--- src/rtl/core/scpc_pkg.sv ---
`default_nettype none

package scpc_pkg;

    // field widths
    localparam int COEF_W   = 6;
    localparam int CNT_W    = 8;
    localparam int TALLY_W  = 40;
    localparam int WEIGHT_W = 11;
    localparam int MASK_W   = 64;
    localparam int CFG_IDX_W = 1;
    localparam int PROD_W   = 12;

    // configuration register indexes
    localparam logic [CFG_IDX_W-1:0] REG_PRIME = 1'b0;
    localparam logic [CFG_IDX_W-1:0] REG_MASK  = 1'b1;

    // reset values
    localparam logic [COEF_W-1:0] PRIME_RESET  = 6'd5;
    localparam logic [COEF_W-1:0] PRIME_MIN    = 6'd5;
    localparam logic [MASK_W-1:0] MASK_RESET   = 64'd18;
    localparam logic [CNT_W-1:0]  LOWEST_RESET = 8'd11;
    localparam int MAX_PRIME_DEF = 64;

    // small constant factors of the derivative and the square test
    localparam logic [COEF_W-1:0] K_ONE   = 6'd1;
    localparam logic [COEF_W-1:0] K_TWO   = 6'd2;
    localparam logic [COEF_W-1:0] K_THREE = 6'd3;
    localparam logic [COEF_W-1:0] K_FOUR  = 6'd4;
    localparam logic [COEF_W-1:0] K_SIX   = 6'd6;

    typedef struct packed {
        logic [COEF_W-1:0] f4;
        logic [COEF_W-1:0] f3;
        logic [COEF_W-1:0] f2;
        logic [COEF_W-1:0] f1;
        logic [COEF_W-1:0] f0;
    } coef_t;

    // saturating tally add
    function automatic logic [TALLY_W-1:0] sat_add(input logic [TALLY_W-1:0] a,
                                                   input logic [WEIGHT_W-1:0] b);
        logic [TALLY_W:0] s;
        s = {1'b0, a} + {{(TALLY_W+1-WEIGHT_W){1'b0}}, b};
        return s[TALLY_W] ? {TALLY_W{1'b1}} : s[TALLY_W-1:0];
    endfunction

endpackage

`default_nettype wire

--- src/rtl/core/scpc_front.sv ---
`default_nettype none

module scpc_front (
    input  wire                          clk,
    input  wire                          rst_n,
    input  wire                          in_valid,
    output logic                         in_stall,
    input  wire  [scpc_pkg::COEF_W-1:0]  coeff_x4,
    input  wire  [scpc_pkg::COEF_W-1:0]  coeff_x3,
    input  wire  [scpc_pkg::COEF_W-1:0]  coeff_x2,
    input  wire  [scpc_pkg::COEF_W-1:0]  coeff_x1,
    input  wire  [scpc_pkg::COEF_W-1:0]  coeff_x0,
    input  wire  [scpc_pkg::COEF_W-1:0]  p,
    output logic                         q_valid,
    output scpc_pkg::coef_t              q_item,
    input  wire                          q_pop
);

    // reduce a 6-bit value mod p by four conditional subtracts
    function automatic logic [scpc_pkg::COEF_W-1:0] mod_p(input logic [5:0] v,
                                                          input logic [5:0] m);
        logic [8:0] r;
        logic [8:0] sh;
        r = {3'b0, v};
        for (int k = 3; k >= 0; k--)
        begin
            sh = {3'b0, m} << k;
            if (r >= sh)
            begin
                r = r - sh;
            end
        end
        return r[5:0];
    endfunction

    scpc_pkg::coef_t red_item;
    scpc_pkg::coef_t fifo_reg [2];
    logic            wr_ptr_reg;
    logic            rd_ptr_reg;
    logic [1:0]      count_reg;
    logic            push;

    // coefficient reduction on entry
    always_comb
    begin
        red_item.f4 = mod_p(coeff_x4, p);
        red_item.f3 = mod_p(coeff_x3, p);
        red_item.f2 = mod_p(coeff_x2, p);
        red_item.f1 = mod_p(coeff_x1, p);
        red_item.f0 = mod_p(coeff_x0, p);
    end

    assign in_stall = (count_reg == 2'd2);
    assign push     = in_valid && !in_stall;
    assign q_valid  = (count_reg != 2'd0);
    assign q_item   = fifo_reg[rd_ptr_reg];

    // two-entry queue storage
    always_ff @(posedge clk)
    begin
        if (push)
        begin
            fifo_reg[wr_ptr_reg] <= red_item;
        end
    end

    // queue pointers
    always_ff @(posedge clk or negedge rst_n)
    begin
        if (!rst_n)
        begin
            wr_ptr_reg <= 1'b0;
            rd_ptr_reg <= 1'b0;
            count_reg  <= 2'd0;
        end
        else
        begin
            if (push)
            begin
                wr_ptr_reg <= ~wr_ptr_reg;
            end
            if (q_pop)
            begin
                rd_ptr_reg <= ~rd_ptr_reg;
            end
            if (push && !q_pop)
            begin
                count_reg <= count_reg + 2'd1;
            end
            else if (q_pop && !push)
            begin
                count_reg <= count_reg - 2'd1;
            end
        end
    end

endmodule

`default_nettype wire

--- src/rtl/core/scpc_mulred.sv ---
`default_nettype none

module scpc_mulred (
    input  wire                          clk,
    input  wire  [scpc_pkg::COEF_W-1:0]  a,
    input  wire  [scpc_pkg::COEF_W-1:0]  b,
    input  wire  [scpc_pkg::COEF_W-1:0]  c,
    input  wire  [scpc_pkg::COEF_W-1:0]  p,
    output logic [scpc_pkg::COEF_W-1:0]  rem
);

    logic [scpc_pkg::PROD_W-1:0] prod_reg;
    logic [scpc_pkg::PROD_W-1:0] v;
    logic [scpc_pkg::PROD_W-1:0] sh;

    // multiply-add stage
    always_ff @(posedge clk)
    begin
        prod_reg <= ({6'b0, a} * {6'b0, b}) + {6'b0, c};
    end

    // reduction stage: value stays below 64p, six conditional subtracts
    always_comb
    begin
        v = prod_reg;
        for (int k = 5; k >= 0; k--)
        begin
            sh = {6'b0, p} << k;
            if (v >= sh)
            begin
                v = v - sh;
            end
        end
        rem = v[scpc_pkg::COEF_W-1:0];
    end

endmodule

`default_nettype wire

--- src/rtl/core/scpc_back.sv ---
`default_nettype none

module scpc_back (
    input  wire                          clk,
    input  wire                          rst_n,
    input  wire  [scpc_pkg::COEF_W-1:0]  p,
    input  wire  [scpc_pkg::MASK_W-1:0]  mask,
    input  wire                          lowest_load,
    input  wire  [scpc_pkg::CNT_W-1:0]   lowest_init,
    input  wire                          q_valid,
    input  scpc_pkg::coef_t              q_item,
    output logic                         q_pop,
    output logic                         out_valid,
    input  wire                          out_stall,
    output logic [scpc_pkg::CNT_W-1:0]   smooth_points,
    output logic [scpc_pkg::CNT_W-1:0]   twist_points,
    output logic                         curve_empty,
    output logic                         twist_empty,
    output logic [scpc_pkg::CNT_W-1:0]   least_count,
    output logic [scpc_pkg::TALLY_W-1:0] empty_orbits,
    output logic [scpc_pkg::TALLY_W-1:0] empty_weighted,
    output logic [scpc_pkg::TALLY_W-1:0] twist_orbits,
    output logic [scpc_pkg::TALLY_W-1:0] twist_weighted
);

    localparam logic [1:0] ST_IDLE  = 2'd0;
    localparam logic [1:0] ST_SETUP = 2'd1;
    localparam logic [1:0] ST_EVAL  = 2'd2;
    localparam logic [1:0] ST_DONE  = 2'd3;

    localparam logic [2:0] LAST_SETUP = 3'd4;
    localparam logic [2:0] LAST_EVAL  = 3'd5;

    logic [1:0]                  state_reg;
    logic                        phase_reg;
    logic [2:0]                  step_reg;
    logic [5:0]                  x_reg;
    scpc_pkg::coef_t             coef_reg;
    logic [5:0]                  c4_reg, c3_reg, c2_reg, c6_reg;
    logic [5:0]                  h0_reg, h1_reg, hp_reg;
    logic [5:0]                  sqa_reg, sqb_reg, sqc_reg;
    logic [5:0]                  f_acc_reg, d_acc_reg;
    logic [scpc_pkg::CNT_W-1:0]  cnt_reg, ucnt_reg;
    logic [scpc_pkg::CNT_W-1:0]  lowest_reg;
    logic [scpc_pkg::TALLY_W-1:0] eo_reg, ew_reg, to_reg, tw_reg;
    logic [scpc_pkg::WEIGHT_W-1:0] pair_weight_reg;
    logic                        out_valid_reg;

    logic [5:0]  half;
    logic [6:0]  p_plus;
    logic [5:0]  a_a, a_b, a_c, b_a, b_b, b_c;
    logic [5:0]  rem_a, rem_b;
    logic        commit;
    logic        square;
    logic        cur_empty, tw_empty;
    logic [scpc_pkg::CNT_W-1:0] lowest_next;
    logic [scpc_pkg::WEIGHT_W-1:0] weight;
    logic [scpc_pkg::CNT_W-1:0] cnt_next, ucnt_next;
    logic [12:0] pw_prod;

    assign p_plus = {1'b0, p} + 7'd1;
    assign half   = p_plus[6:1];
    assign q_pop  = (state_reg == ST_IDLE) && q_valid;
    assign commit = (state_reg == ST_DONE) && (!out_valid_reg || !out_stall);
    assign out_valid = out_valid_reg;

    // two multiply-reduce lanes
    scpc_mulred u_lane_a (.clk(clk), .a(a_a), .b(a_b), .c(a_c), .p(p), .rem(rem_a));
    scpc_mulred u_lane_b (.clk(clk), .a(b_a), .b(b_b), .c(b_c), .p(p), .rem(rem_b));

    // operand selection per step
    always_comb
    begin
        a_a = '0; a_b = '0; a_c = '0;
        b_a = '0; b_b = '0; b_c = '0;
        if (state_reg == ST_SETUP)
        begin
            case (step_reg)
                3'd0:
                begin
                    a_a = coef_reg.f4; a_b = scpc_pkg::K_FOUR;
                    b_a = coef_reg.f3; b_b = scpc_pkg::K_THREE;
                end
                3'd1:
                begin
                    a_a = coef_reg.f2; a_b = scpc_pkg::K_TWO;
                    b_a = coef_reg.f3; b_b = half;
                end
                3'd2:
                begin
                    a_a = coef_reg.f4;      a_b = half;
                    b_a = scpc_pkg::K_ONE;  b_b = scpc_pkg::K_SIX;
                end
                3'd3:
                begin
                    a_a = h1_reg; a_b = h1_reg;
                    b_a = h0_reg; b_b = h1_reg;
                end
                3'd4:
                begin
                    a_a = h0_reg; a_b = h0_reg;
                    b_a = hp_reg; b_b = scpc_pkg::K_TWO;
                end
                default:
                begin
                    a_a = '0;
                end
            endcase
        end
        else if (state_reg == ST_EVAL)
        begin
            a_a = f_acc_reg; a_b = x_reg;
            b_a = d_acc_reg; b_b = x_reg;
            case (step_reg)
                3'd0:
                begin
                    a_c = '0;          b_c = c6_reg;
                end
                3'd1:
                begin
                    a_c = coef_reg.f4; b_c = '0;
                end
                3'd2:
                begin
                    a_c = coef_reg.f3; b_c = c4_reg;
                end
                3'd3:
                begin
                    a_c = coef_reg.f2; b_c = c3_reg;
                end
                3'd4:
                begin
                    a_c = coef_reg.f1; b_c = c2_reg;
                end
                3'd5:
                begin
                    a_c = coef_reg.f0; b_c = coef_reg.f1;
                end
                default:
                begin
                    a_c = '0;
                end
            endcase
        end
    end

    // per-x point tally from f(x) and f'(x)
    always_comb
    begin
        cnt_next  = cnt_reg;
        ucnt_next = ucnt_reg;
        if (rem_a == 6'd0)
        begin
            if (rem_b != 6'd0)
            begin
                cnt_next  = cnt_reg + 8'd1;
                ucnt_next = ucnt_reg + 8'd1;
            end
        end
        else if (mask[rem_a])
        begin
            cnt_next = cnt_reg + 8'd2;
        end
        else
        begin
            ucnt_next = ucnt_reg + 8'd2;
        end
    end

    // end-of-item classification
    always_comb
    begin
        square    = (coef_reg.f2 == sqa_reg) && (coef_reg.f1 == sqc_reg) &&
                    (coef_reg.f0 == sqb_reg);
        cur_empty = (cnt_reg == 8'd0);
        tw_empty  = (ucnt_reg == 8'd0) && !square;
        lowest_next = (cnt_reg < lowest_reg) ? cnt_reg : lowest_reg;
        weight    = (coef_reg.f4 == 6'd0) ? {5'b0, p} : pair_weight_reg;
    end

    // orbit weight p(p-1)/2
    assign pw_prod = 13'({7'b0, p} * {7'b0, p - 6'd1});

    always_ff @(posedge clk)
    begin
        pair_weight_reg <= pw_prod[11:1];
    end

    // sequencer
    always_ff @(posedge clk or negedge rst_n)
    begin
        if (!rst_n)
        begin
            state_reg <= ST_IDLE;
            phase_reg <= 1'b0;
            step_reg  <= 3'd0;
            x_reg     <= 6'd0;
        end
        else
        begin
            case (state_reg)
                ST_IDLE:
                begin
                    if (q_valid)
                    begin
                        state_reg <= ST_SETUP;
                        phase_reg <= 1'b0;
                        step_reg  <= 3'd0;
                    end
                end
                ST_SETUP:
                begin
                    phase_reg <= ~phase_reg;
                    if (phase_reg)
                    begin
                        if (step_reg == LAST_SETUP)
                        begin
                            state_reg <= ST_EVAL;
                            step_reg  <= 3'd0;
                            x_reg     <= 6'd0;
                        end
                        else
                        begin
                            step_reg <= step_reg + 3'd1;
                        end
                    end
                end
                ST_EVAL:
                begin
                    phase_reg <= ~phase_reg;
                    if (phase_reg)
                    begin
                        if (step_reg == LAST_EVAL)
                        begin
                            step_reg <= 3'd0;
                            x_reg    <= x_reg + 6'd1;
                            if (x_reg == p - 6'd1)
                            begin
                                state_reg <= ST_DONE;
                            end
                        end
                        else
                        begin
                            step_reg <= step_reg + 3'd1;
                        end
                    end
                end
                ST_DONE:
                begin
                    if (commit)
                    begin
                        state_reg <= ST_IDLE;
                    end
                end
                default:
                begin
                    state_reg <= ST_IDLE;
                end
            endcase
        end
    end

    // datapath registers of the current item
    always_ff @(posedge clk)
    begin
        if (q_pop)
        begin
            coef_reg <= q_item;
        end
        if ((state_reg == ST_SETUP) && phase_reg)
        begin
            case (step_reg)
                3'd0:
                begin
                    c4_reg <= rem_a; c3_reg <= rem_b;
                end
                3'd1:
                begin
                    c2_reg <= rem_a; h0_reg <= rem_b;
                end
                3'd2:
                begin
                    h1_reg <= rem_a; c6_reg <= rem_b;
                end
                3'd3:
                begin
                    sqa_reg <= rem_a; hp_reg <= rem_b;
                end
                default:
                begin
                    sqb_reg <= rem_a; sqc_reg <= rem_b;
                end
            endcase
            f_acc_reg <= scpc_pkg::K_ONE;
            d_acc_reg <= '0;
        end
        if ((state_reg == ST_EVAL) && phase_reg)
        begin
            if (step_reg == LAST_EVAL)
            begin
                f_acc_reg <= scpc_pkg::K_ONE;
                d_acc_reg <= '0;
            end
            else
            begin
                f_acc_reg <= rem_a;
                d_acc_reg <= rem_b;
            end
        end
    end

    // running counts, tallies and result register
    always_ff @(posedge clk or negedge rst_n)
    begin
        if (!rst_n)
        begin
            cnt_reg       <= '0;
            ucnt_reg      <= '0;
            lowest_reg    <= scpc_pkg::LOWEST_RESET;
            eo_reg        <= '0;
            ew_reg        <= '0;
            to_reg        <= '0;
            tw_reg        <= '0;
            out_valid_reg <= 1'b0;
        end
        else
        begin
            if (q_pop)
            begin
                cnt_reg  <= '0;
                ucnt_reg <= '0;
            end
            else if ((state_reg == ST_EVAL) && phase_reg && (step_reg == LAST_EVAL))
            begin
                cnt_reg  <= cnt_next;
                ucnt_reg <= ucnt_next;
            end
            if (lowest_load)
            begin
                lowest_reg <= lowest_init;
            end
            else if (commit)
            begin
                lowest_reg <= lowest_next;
            end
            if (commit)
            begin
                if (cur_empty)
                begin
                    eo_reg <= scpc_pkg::sat_add(eo_reg, 11'd1);
                    ew_reg <= scpc_pkg::sat_add(ew_reg, weight);
                end
                if (tw_empty)
                begin
                    to_reg <= scpc_pkg::sat_add(to_reg, 11'd1);
                    tw_reg <= scpc_pkg::sat_add(tw_reg, weight);
                end
                out_valid_reg <= 1'b1;
            end
            else if (!out_stall)
            begin
                out_valid_reg <= 1'b0;
            end
        end
    end

    // result payload
    always_ff @(posedge clk)
    begin
        if (commit)
        begin
            smooth_points  <= cnt_reg;
            twist_points   <= ucnt_reg;
            curve_empty    <= cur_empty;
            twist_empty    <= tw_empty;
            least_count    <= lowest_next;
            empty_orbits   <= cur_empty ? scpc_pkg::sat_add(eo_reg, 11'd1) : eo_reg;
            empty_weighted <= cur_empty ? scpc_pkg::sat_add(ew_reg, weight) : ew_reg;
            twist_orbits   <= tw_empty ? scpc_pkg::sat_add(to_reg, 11'd1) : to_reg;
            twist_weighted <= tw_empty ? scpc_pkg::sat_add(tw_reg, weight) : tw_reg;
        end
    end

    // x stays inside the field while evaluating
    a_x_range: assert property (@(posedge clk) disable iff (!rst_n)
        (state_reg == ST_EVAL) |-> (x_reg < p))
        else $error("x out of range");

    // each x adds at most two points over both curves
    a_cnt_bound: assert property (@(posedge clk) disable iff (!rst_n)
        (state_reg == ST_EVAL) |->
        (({1'b0, cnt_reg} + {1'b0, ucnt_reg}) <= {2'b0, x_reg, 1'b0}))
        else $error("point count exceeds bound");

    // running minimum never above its initial value
    a_lowest: assert property (@(posedge clk) disable iff (!rst_n)
        lowest_reg <= {1'b0, p, 1'b1})
        else $error("lowest count above 2p+1");

endmodule

`default_nettype wire

--- src/rtl/core/sextic_curve_point_counter.sv ---
`default_nettype none
// sextic curve point counter over GF(p)
// input channel: in_valid/in_stall with the five coefficients of a monic sextic;
// a transaction is taken when in_valid is high and in_stall low. coefficients
// are reduced mod p on entry and held in a two-entry queue.
// output channel: out_valid/out_stall with point counts, emptiness flags, the
// running minimum and four saturating tallies; one result per input.
// configuration: cfg_wr_en, cfg_index, cfg_data; index 0 is the modulus (also
// reloads the running minimum to 2p+1), index 1 the residue mask. write only
// while idle.
// schedule: each multiply-reduce step runs on a pair of lanes; each item needs
// 5 setup steps and 6 Horner steps per x, so its work is set by the Horner
// loop over x. the queue takes new items while one is evaluated.
// stall: a held result stays in the output register; the evaluator finishes
// its current item and waits, and the queue fills before in_stall rises.
// reset: modulus 5, mask 18, minimum 11, tallies zero, nothing queued.
module sextic_curve_point_counter #(
    parameter int MAX_PRIME = scpc_pkg::MAX_PRIME_DEF
) (
    input  wire                             clk,
    input  wire                             rst_n,
    input  wire                             in_valid,
    output logic                            in_stall,
    input  wire  [scpc_pkg::COEF_W-1:0]     coeff_x4,
    input  wire  [scpc_pkg::COEF_W-1:0]     coeff_x3,
    input  wire  [scpc_pkg::COEF_W-1:0]     coeff_x2,
    input  wire  [scpc_pkg::COEF_W-1:0]     coeff_x1,
    input  wire  [scpc_pkg::COEF_W-1:0]     coeff_x0,
    output logic                            out_valid,
    input  wire                             out_stall,
    output logic [scpc_pkg::CNT_W-1:0]      smooth_points,
    output logic [scpc_pkg::CNT_W-1:0]      twist_points,
    output logic                            curve_empty,
    output logic                            twist_empty,
    output logic [scpc_pkg::CNT_W-1:0]      least_count,
    output logic [scpc_pkg::TALLY_W-1:0]    empty_orbits,
    output logic [scpc_pkg::TALLY_W-1:0]    empty_weighted,
    output logic [scpc_pkg::TALLY_W-1:0]    twist_orbits,
    output logic [scpc_pkg::TALLY_W-1:0]    twist_weighted,
    input  wire                             cfg_wr_en,
    input  wire  [scpc_pkg::CFG_IDX_W-1:0]  cfg_index,
    input  wire  [scpc_pkg::MASK_W-1:0]     cfg_data
);

    localparam logic [scpc_pkg::COEF_W-1:0] PMAX =
        (MAX_PRIME > 63) ? 6'd63 : 6'(MAX_PRIME);

    logic [scpc_pkg::COEF_W-1:0] prime_reg;
    logic [scpc_pkg::COEF_W-1:0] prime_next;
    logic [scpc_pkg::MASK_W-1:0] mask_reg;
    logic                        prime_wr;
    logic                        q_valid;
    logic                        q_pop;
    scpc_pkg::coef_t             q_item;

    // working modulus clamp
    always_comb
    begin
        prime_next = cfg_data[scpc_pkg::COEF_W-1:0];
        if (prime_next < scpc_pkg::PRIME_MIN)
        begin
            prime_next = scpc_pkg::PRIME_MIN;
        end
        else if (prime_next > PMAX)
        begin
            prime_next = PMAX;
        end
    end

    assign prime_wr = cfg_wr_en && (cfg_index == scpc_pkg::REG_PRIME);

    // configuration registers
    always_ff @(posedge clk or negedge rst_n)
    begin
        if (!rst_n)
        begin
            prime_reg <= scpc_pkg::PRIME_RESET;
            mask_reg  <= scpc_pkg::MASK_RESET;
        end
        else if (cfg_wr_en)
        begin
            case (cfg_index)
                scpc_pkg::REG_PRIME: prime_reg <= prime_next;
                scpc_pkg::REG_MASK:  mask_reg  <= cfg_data;
                default:             mask_reg  <= mask_reg;
            endcase
        end
    end

    scpc_front u_front (
        .clk      (clk),
        .rst_n    (rst_n),
        .in_valid (in_valid),
        .in_stall (in_stall),
        .coeff_x4 (coeff_x4),
        .coeff_x3 (coeff_x3),
        .coeff_x2 (coeff_x2),
        .coeff_x1 (coeff_x1),
        .coeff_x0 (coeff_x0),
        .p        (prime_reg),
        .q_valid  (q_valid),
        .q_item   (q_item),
        .q_pop    (q_pop)
    );

    scpc_back u_back (
        .clk            (clk),
        .rst_n          (rst_n),
        .p              (prime_reg),
        .mask           (mask_reg),
        .lowest_load    (prime_wr),
        .lowest_init    ({1'b0, prime_next, 1'b1}),
        .q_valid        (q_valid),
        .q_item         (q_item),
        .q_pop          (q_pop),
        .out_valid      (out_valid),
        .out_stall      (out_stall),
        .smooth_points  (smooth_points),
        .twist_points   (twist_points),
        .curve_empty    (curve_empty),
        .twist_empty    (twist_empty),
        .least_count    (least_count),
        .empty_orbits   (empty_orbits),
        .empty_weighted (empty_weighted),
        .twist_orbits   (twist_orbits),
        .twist_weighted (twist_weighted)
    );

endmodule

`default_nettype wire

--- config.mk ---
export PLATFORM = sky130hd
export DESIGN_NAME = sextic_curve_point_counter
export DESIGN_NICKNAME = d
export VERILOG_FILES = /design/src/rtl/core/scpc_pkg.sv /design/src/rtl/core/scpc_front.sv /design/src/rtl/core/scpc_mulred.sv /design/src/rtl/core/scpc_back.sv /design/src/rtl/core/sextic_curve_point_counter.sv
export SDC_FILE = /design/constraint.sdc
export NUM_CORES = 2
export LEC_CHECK = 0
export BUFFER_PORTS_ARGS = -buffer_cell sky130_fd_sc_hd__buf_2
export CAP_MARGIN = 40
export CORE_AREA = 2 2 251 501
export DETAILED_ROUTE_END_ITERATION = 8
export DIE_AREA = 0 0 253 503
export GPL_TIMING_DRIVEN = 0
export SETUP_SLACK_MARGIN = 0.2
export SLEW_MARGIN = 20
export SYNTH_ARGS = -nofsm -noshare
export SYNTH_HDL_FRONTEND = slang
export SYNTH_SLANG_ARGS = --single-unit
--- constraint.sdc ---
create_clock -name clk -period 17.3 [get_ports clk]
set_input_delay 3.46 -clock clk [delete_from_list [all_inputs] [get_ports clk]]
set_output_delay 3.46 -clock clk [all_outputs]
set_load 0.02 [all_outputs]
== Word level (Yosys, flattened, before mapping) ==
Memories as Yosys holds them, arrays and structs flattened. A register that Yosys moved wholly into a read port is not among the register bits.
Index checks and enable logic that the tools add are counted.

* Reduce and logical (&&, ||, !) cells: 52
* Equality and inequality tests: 23
* Magnitude comparators: 36
* Multipliers: 3
* Mux-type cells: 108
* Add/sub/neg operators: 48
* Bitwise operators: 5

{| class="wikitable"
|+ Operators with widths
! operator !! count
|-
| $mux 40 || 8
|-
| $mux 6 || 30
|-
| $mux 9 || 15
|-
| $mux 12 || 10
|-
| $pmux 6 s5 || 4
|-
| $mux 8 || 13
|-
| $add 40x1->41 const B || 2
|-
| $add 40x11->41 || 2
|-
| $pmux 6 s4 || 2
|-
| $ge 6x9->1 || 5
|-
| $ge 9x6->1 || 5
|-
| $ge 9x7->1 || 5
|-
| $ge 9x8->1 || 5
|-
| $sub 6x9->9 || 5
|-
| $sub 9x7->9 || 5
|-
| $sub 9x8->9 || 5
|-
| $sub 6x6->6 || 7
|-
| $mul 6x6->12 || 3
|-
| $add 12x6->12 || 2
|-
| $eq 6x6->1 || 4
|-
| $ge 12x10->1 || 2
|-
| $ge 12x11->1 || 2
|-
| $ge 12x6->1 || 2
|-
| $ge 12x7->1 || 2
|-
| other kinds (55) || 130
|}

* Word-level logic and storage cells: 317
* Flip-flop bits (word level): 564
* Output and inout port bits: 188
* Memories: 1
* Input bits: 100
* Memory bits (writable): 60

{| class="wikitable"
|+ Memory list
! memory !! depth !! width !! read ports !! clocked after Yosys merged registers in !! wr ports !! line !! source
|-
| u_front.fifo_reg || 2 || 30 || 1 || 1 || 1 || scpc_front.sv:37 || <nowiki>scpc_pkg::coef_t fifo_reg [2];</nowiki>
|}

== Logic depth before layout (Yosys ltp) ==
* Word-level depth: 18
* Depth in mapped cells: 73

== Cells and area by module ==
From an unflattened synthesis, not the netlist that was laid out.

* Cells, all modules: 4,528
* Area, all modules: 45,386.0 um^2

{| class="wikitable"
|+ Modules (own cells, without submodules)
! module !! cells each !! instances !! seq. area each (um^2) !! area each (um^2)
|-
| scpc_back || 2,523 || 1 || 13,802.0 || 26,381.6
|-
| scpc_front || 852 || 1 || 1,901.8 || 8,127.8
|-
| scpc_mulred at u_back.u_lane_b || 498 || 1 || 240.2 || 4,063.9
|-
| scpc_mulred at u_back.u_lane_a || 491 || 1 || 240.2 || 4,060.1
|-
| sextic_curve_point_counter || 164 || 1 || 1,756.7 || 2,752.6
|}

== Least setup slack after synthesis ==
No wires, ideal clock.

* Kind: flip-flop to flip-flop
* Start point: register prime_reg[1] (netlist name)
* End point: register u_back.ucnt_reg[2] (netlist name)
* Path buffers: 4
* Required time: 17.178 ns
* Setup slack: 1.865 ns
* Arrival: 15.314 ns
* Cell stages (with the launch flop): 71
* Clock period less this slack: 15.435 ns
* Cell sequence: dfrtp_1 -> inv_1 -> ha_1 -> nor2b_1 -> o21ai_0 -> a31oi_1 -> o21a_1 -> nor3_2 -> mux2_2 -> ha_1 -> nor2b_1 -> o21ai_0 -> a21boi_0 -> o21ai_0 -> nor2b_1 -> nand2b_1 -> nor2_1 -> clkbuf_1 -> [35 not listed] -> buf_2 -> a21oi_1 -> fa_1 -> a21oi_1 -> o21bai_1 -> a21oi_1 -> o21bai_1 -> a21oi_1 -> o311ai_0 -> a221oi_1 -> o21ai_0 -> a211oi_4 -> mux2_2 -> a21oi_1 -> o32a_1 -> buf_4 -> o31ai_1 -> a32o_1

* Word-level cells in the longest chain between the ends: 16
* Elaborated cells on any way between the ends: 46

{| class="wikitable"
|+ Ends and longest elaborated chain
! what !! line !! source
|-
| start, declared || sextic_curve_point_counter.sv:48 || <nowiki>logic [scpc_pkg::COEF_W-1:0] prime_reg;</nowiki>
|-
| start signal, assigned || sextic_curve_point_counter.sv:77 || <nowiki>prime_reg <= scpc_pkg::PRIME_RESET;</nowiki>
|-
| start signal, assigned || sextic_curve_point_counter.sv:83 || <nowiki>scpc_pkg::REG_PRIME: prime_reg <= prime_next;</nowiki>
|-
| $sub 12x11->12 or $ge 12x11->1 (tied branches) || scpc_mulred.sv:31, scpc_mulred.sv:29 ||
|-
| $mux 12 || scpc_mulred.sv:29 || <nowiki>if (v >= sh)</nowiki>
|-
| $sub 12x10->12 or $ge 12x10->1 (tied branches) || scpc_mulred.sv:31, scpc_mulred.sv:29 ||
|-
| $mux 12 || scpc_mulred.sv:29 ||
|-
| $sub 12x9->12 or $ge 12x9->1 (tied branches) || scpc_mulred.sv:31, scpc_mulred.sv:29 ||
|-
| $mux 12 || scpc_mulred.sv:29 ||
|-
| $sub 12x8->12 or $ge 12x8->1 (tied branches) || scpc_mulred.sv:31, scpc_mulred.sv:29 ||
|-
| $mux 12 || scpc_mulred.sv:29 ||
|-
| $sub 12x7->12 or $ge 12x7->1 (tied branches) || scpc_mulred.sv:31, scpc_mulred.sv:29 ||
|-
| $mux 12 || scpc_mulred.sv:29 ||
|-
| $ge 12x6->1 or $sub 6x6->6 (tied branches) || scpc_mulred.sv:29, scpc_mulred.sv:31 ||
|-
| $mux 6 || scpc_mulred.sv:29 ||
|-
| $bmux 1 s6 or $logic_not 6->1 (tied branches) || scpc_back.sv:160, scpc_back.sv:152 ||
|-
| $mux 1 (not written as such) or $mux 8 (tied branches) || scpc_back.sv:160, scpc_back.sv:152 ||
|-
| $ne 3x2->1 (no line) or $mux 8 (tied branches) || - ||
|-
| $reduce_and 3->1 (no line) or $mux 8 (tied branches) || - ||
|-
| end signal, assigned || scpc_back.sv:336 || <nowiki>ucnt_reg <= ucnt_next;</nowiki>
|-
| end, declared || scpc_back.sv:43 || <nowiki>logic [scpc_pkg::CNT_W-1:0] cnt_reg, ucnt_reg;</nowiki>
|}

Parallel ways exist; a longest one is shown, timed or not. The select of a mux whose other input is x is not followed.
A chain may end at the register's enable or synchronous reset.

== Worst setup path after layout ==
* Start point: register prime_reg[4] (netlist name)
* End point: register u_back.ucnt_reg[5] (netlist name)

The elaborated chain is that of the path after synthesis.

==> impl_metrics.ini <==
[synth]
yosys.area.top_type_share_pct = 24.33
post_synth_num_cell_types = 103
yosys.cell_count.top_type = nand2_1
post_synth.cell_area_avg_um2 = 9.988
yosys.area.top_type = edfxtp_1
synth_async_sr_flop_share_pct = 41.44
netlist_area_um2 = 42960
synth_top_flop_cell = edfxtp_1
postSynthNetCount = 4806
total_number_of_yosys_warnings = 0
ys_seq_elements = 654
synth.area.top_cells = edfxtp_1 (24%), dfrtp_1 (15%), ha_1 (9.1%), mux2_2 (4.6%), nand2_1 (4.5%)
synth-seq-area-share_pct = 41.76
synthTopCellsByCount = nand2_1 (510), edfxtp_1 (348), nor2_1 (323)
synth_enable_flop_cells = 348
syn-instance-count = 4301

[detailed_routing]
drc_violation_total_after_the_first_tritonroute_iteration = 2348
vias = 34210
detailed_route_wire_length_um = 120700
drc = 0
dr.pass1.iters = 7
routed_wire_length_per_instance_um = 19.11
detail_route.vias_per_cell = 5.416
antenna_left = 0

[sta]
timing.final.crit_share_pct = 92.30
rsz_0062_raised_after_global_routing = false
totalNegativeSetupSlack_ps = 0
max_slew.worst_pin.slew_ps = 852.7
report.final.slew_viol_count = 0
setup-violations-final = 0
hold_viol = 0
hold_ws_ps = 494.9
worst_slew_margin_rel_pct = 43.15
finalClockSkew_ps = 47.75
worst_slack_ps = 1333
post-route-min-period_ps = 15970
fmaxAchievable_mhz = 62.63

[cts]
clock_network_latency_to_the_later_pin_of_the_worst_skew_pair_ps = 660
cts_buffers = 66
clk_pin_slew_worst_paths_ps = 70
ctsLongestPathBuffers = 3
postCtsHoldBufs = 0
cts_root_buf = clkbuf_16
clock_sinks = 654
htreeDepth = 3
tritoncts_clock_tree = done

[critical_path]
data_arrival_time_of_the_worst_path_ps = 16550
timing.critical_path.slowest_cell_delay_ps = 520
cp.required_ps = 17880
setup.worst_path.start_class = flop
critical_path.most_common_cell = ha_1
timing.critical_path.max_delay_family = compound AO/OA/AOI/OAI gates
cp.buffers_inverters = 9
crit_path_capture_type = flop
critPathMaxFanout = 21
worst_path_max_delay_cell = or3b_1
criticalPathCategory = reg -> reg

[status]
outcome = complete, no violations

[floorplan]
fp.dieH_um = 503
core-area_um2 = 123600
fp-row-count = 183
floorplan.initialDensity_pct = 34.74
die-width_um = 253
die_area_um2 = 127300
boundaryPins = 288

[global_routing]
antenna_found_initial = 5
grt_max_degree = 92
first_global_vias = 33870
grt.total_usage_pct = 18.79
grt_first_pass_wirelength_um = 188900
overflow = 0

[placed_design]
dpl-instance-area_um2 = 46860
finalWeightedCongestion = 0.8943
dp_worst_setup_slack_ps = -49.47
post-dp-hpwl_um = 92640
portBuffers = 287

[layout]
fillerInstances = 12040
final_cell_area_um2 = 49270
ant_cells = 0
design.final.nets = 5195
area_occupied_by_registers_um2 = 17950
largest_register_ff_count = 64
syn2layout_area_growth_pct = 14.69
post_route_cells_drive_above_1_share_pct = 14.35
multiInputGateArea_um2 = 23470

[min_path]
hold_class = reg -> reg

[run]
maxCapViolations = 0
kinds of logic after synthesis:
group	count (synthesis)	synth area share, %
AO/OA/AOI/OAI	927	14.10
XOR/XNOR	293	5.973
adder cells (fa/ha/maj)	405	13.39
buffers and inverters	425	3.769
flip-flops	654	41.76
multiplexers	247	6.303
AND/OR/NAND/NOR	1350	14.71
per-layer routing:
layer / share of wire, % / GRT usage (%) / vias up
met5: 0.029 / 0 / -
met4: 2.9 / 5.667 / 6
met3: 5.8 / 3.002 / 181
met2: 46 / 30.49 / 1035
met1: 45 / 25.71 / 16770
li1: - / - / 16220
placed cells by master (no fill, tap or decap), types with 35 or more instances in the layout:
cell,n
ha_1,314
clkbuf_1,116
mux2i_1,69
a21o_1,59
nor2b_1,56
nand2_1,510
nand3_1,102
xnor2_1,160
a21oi_1,231
inv_1,288
a31oi_1,128
and3_1,37
and2_1,52
mux2_2,174
clkbuf_16,67
dfrtp_1,262
fa_1,91
dfxtp_1,35
nor3_1,49
o21bai_1,43
nor2_1,322
nand2b_1,46
o21ai_0,188
edfxtp_1,348
xor2_1,133
nand4_1,56
buf_2,293
area by class of cell:
type / instances / area share (%)
sequential: 654 / 36.43
clock buffer: 89 / 3.672
multi-input combinational: 3222 / 47.64
clock inverter: 33 / 0.9421
timing repair buffer: 322 / 3.972
buffer: 127 / 1.049
tap: 1572 / 3.992
inverter: 297 / 2.301
per-stage QoR:
step	util [%]	cells
floorplan	-	4301
global placement	37.50	6160
detailed placement	37.90	6187
CTS	39.75	6309
global route	39.85	6316
finish	39.85	6316
final timing paths:
check / startpoint / end / slack [ps] / depth (start not counted)
worst min-delay path: u_back.ucnt_reg[0] / u_back.twist_points[0] / 490 / 0
worst max register to register: prime_reg[4] / u_back.ucnt_reg[5] / 1330 / 64
worst min register to register: u_back.ucnt_reg[0] / u_back.twist_points[0] / 490 / 0
min in group asynchronous: rst_n / u_back.x_reg[3] / 2660 / 1
max in group asynchronous: rst_n / u_back.to_reg[16] / 13840 / 2
worst max-delay path: prime_reg[4] / u_back.ucnt_reg[5] / 1330 / 64
repair_timing:
item                       in CTS  in global routing
hold endpoints to repair        0                  0
cloned                          0                  0
pin swaps                       0                  2
setup buffers                   0                  4
gates resized for setup         3                 27
setup endpoints to repair      14                 52
Power is left out: the tool's default activity adds up to more than one toggle a clock period on the data nets, which glitch-free logic cannot reach.
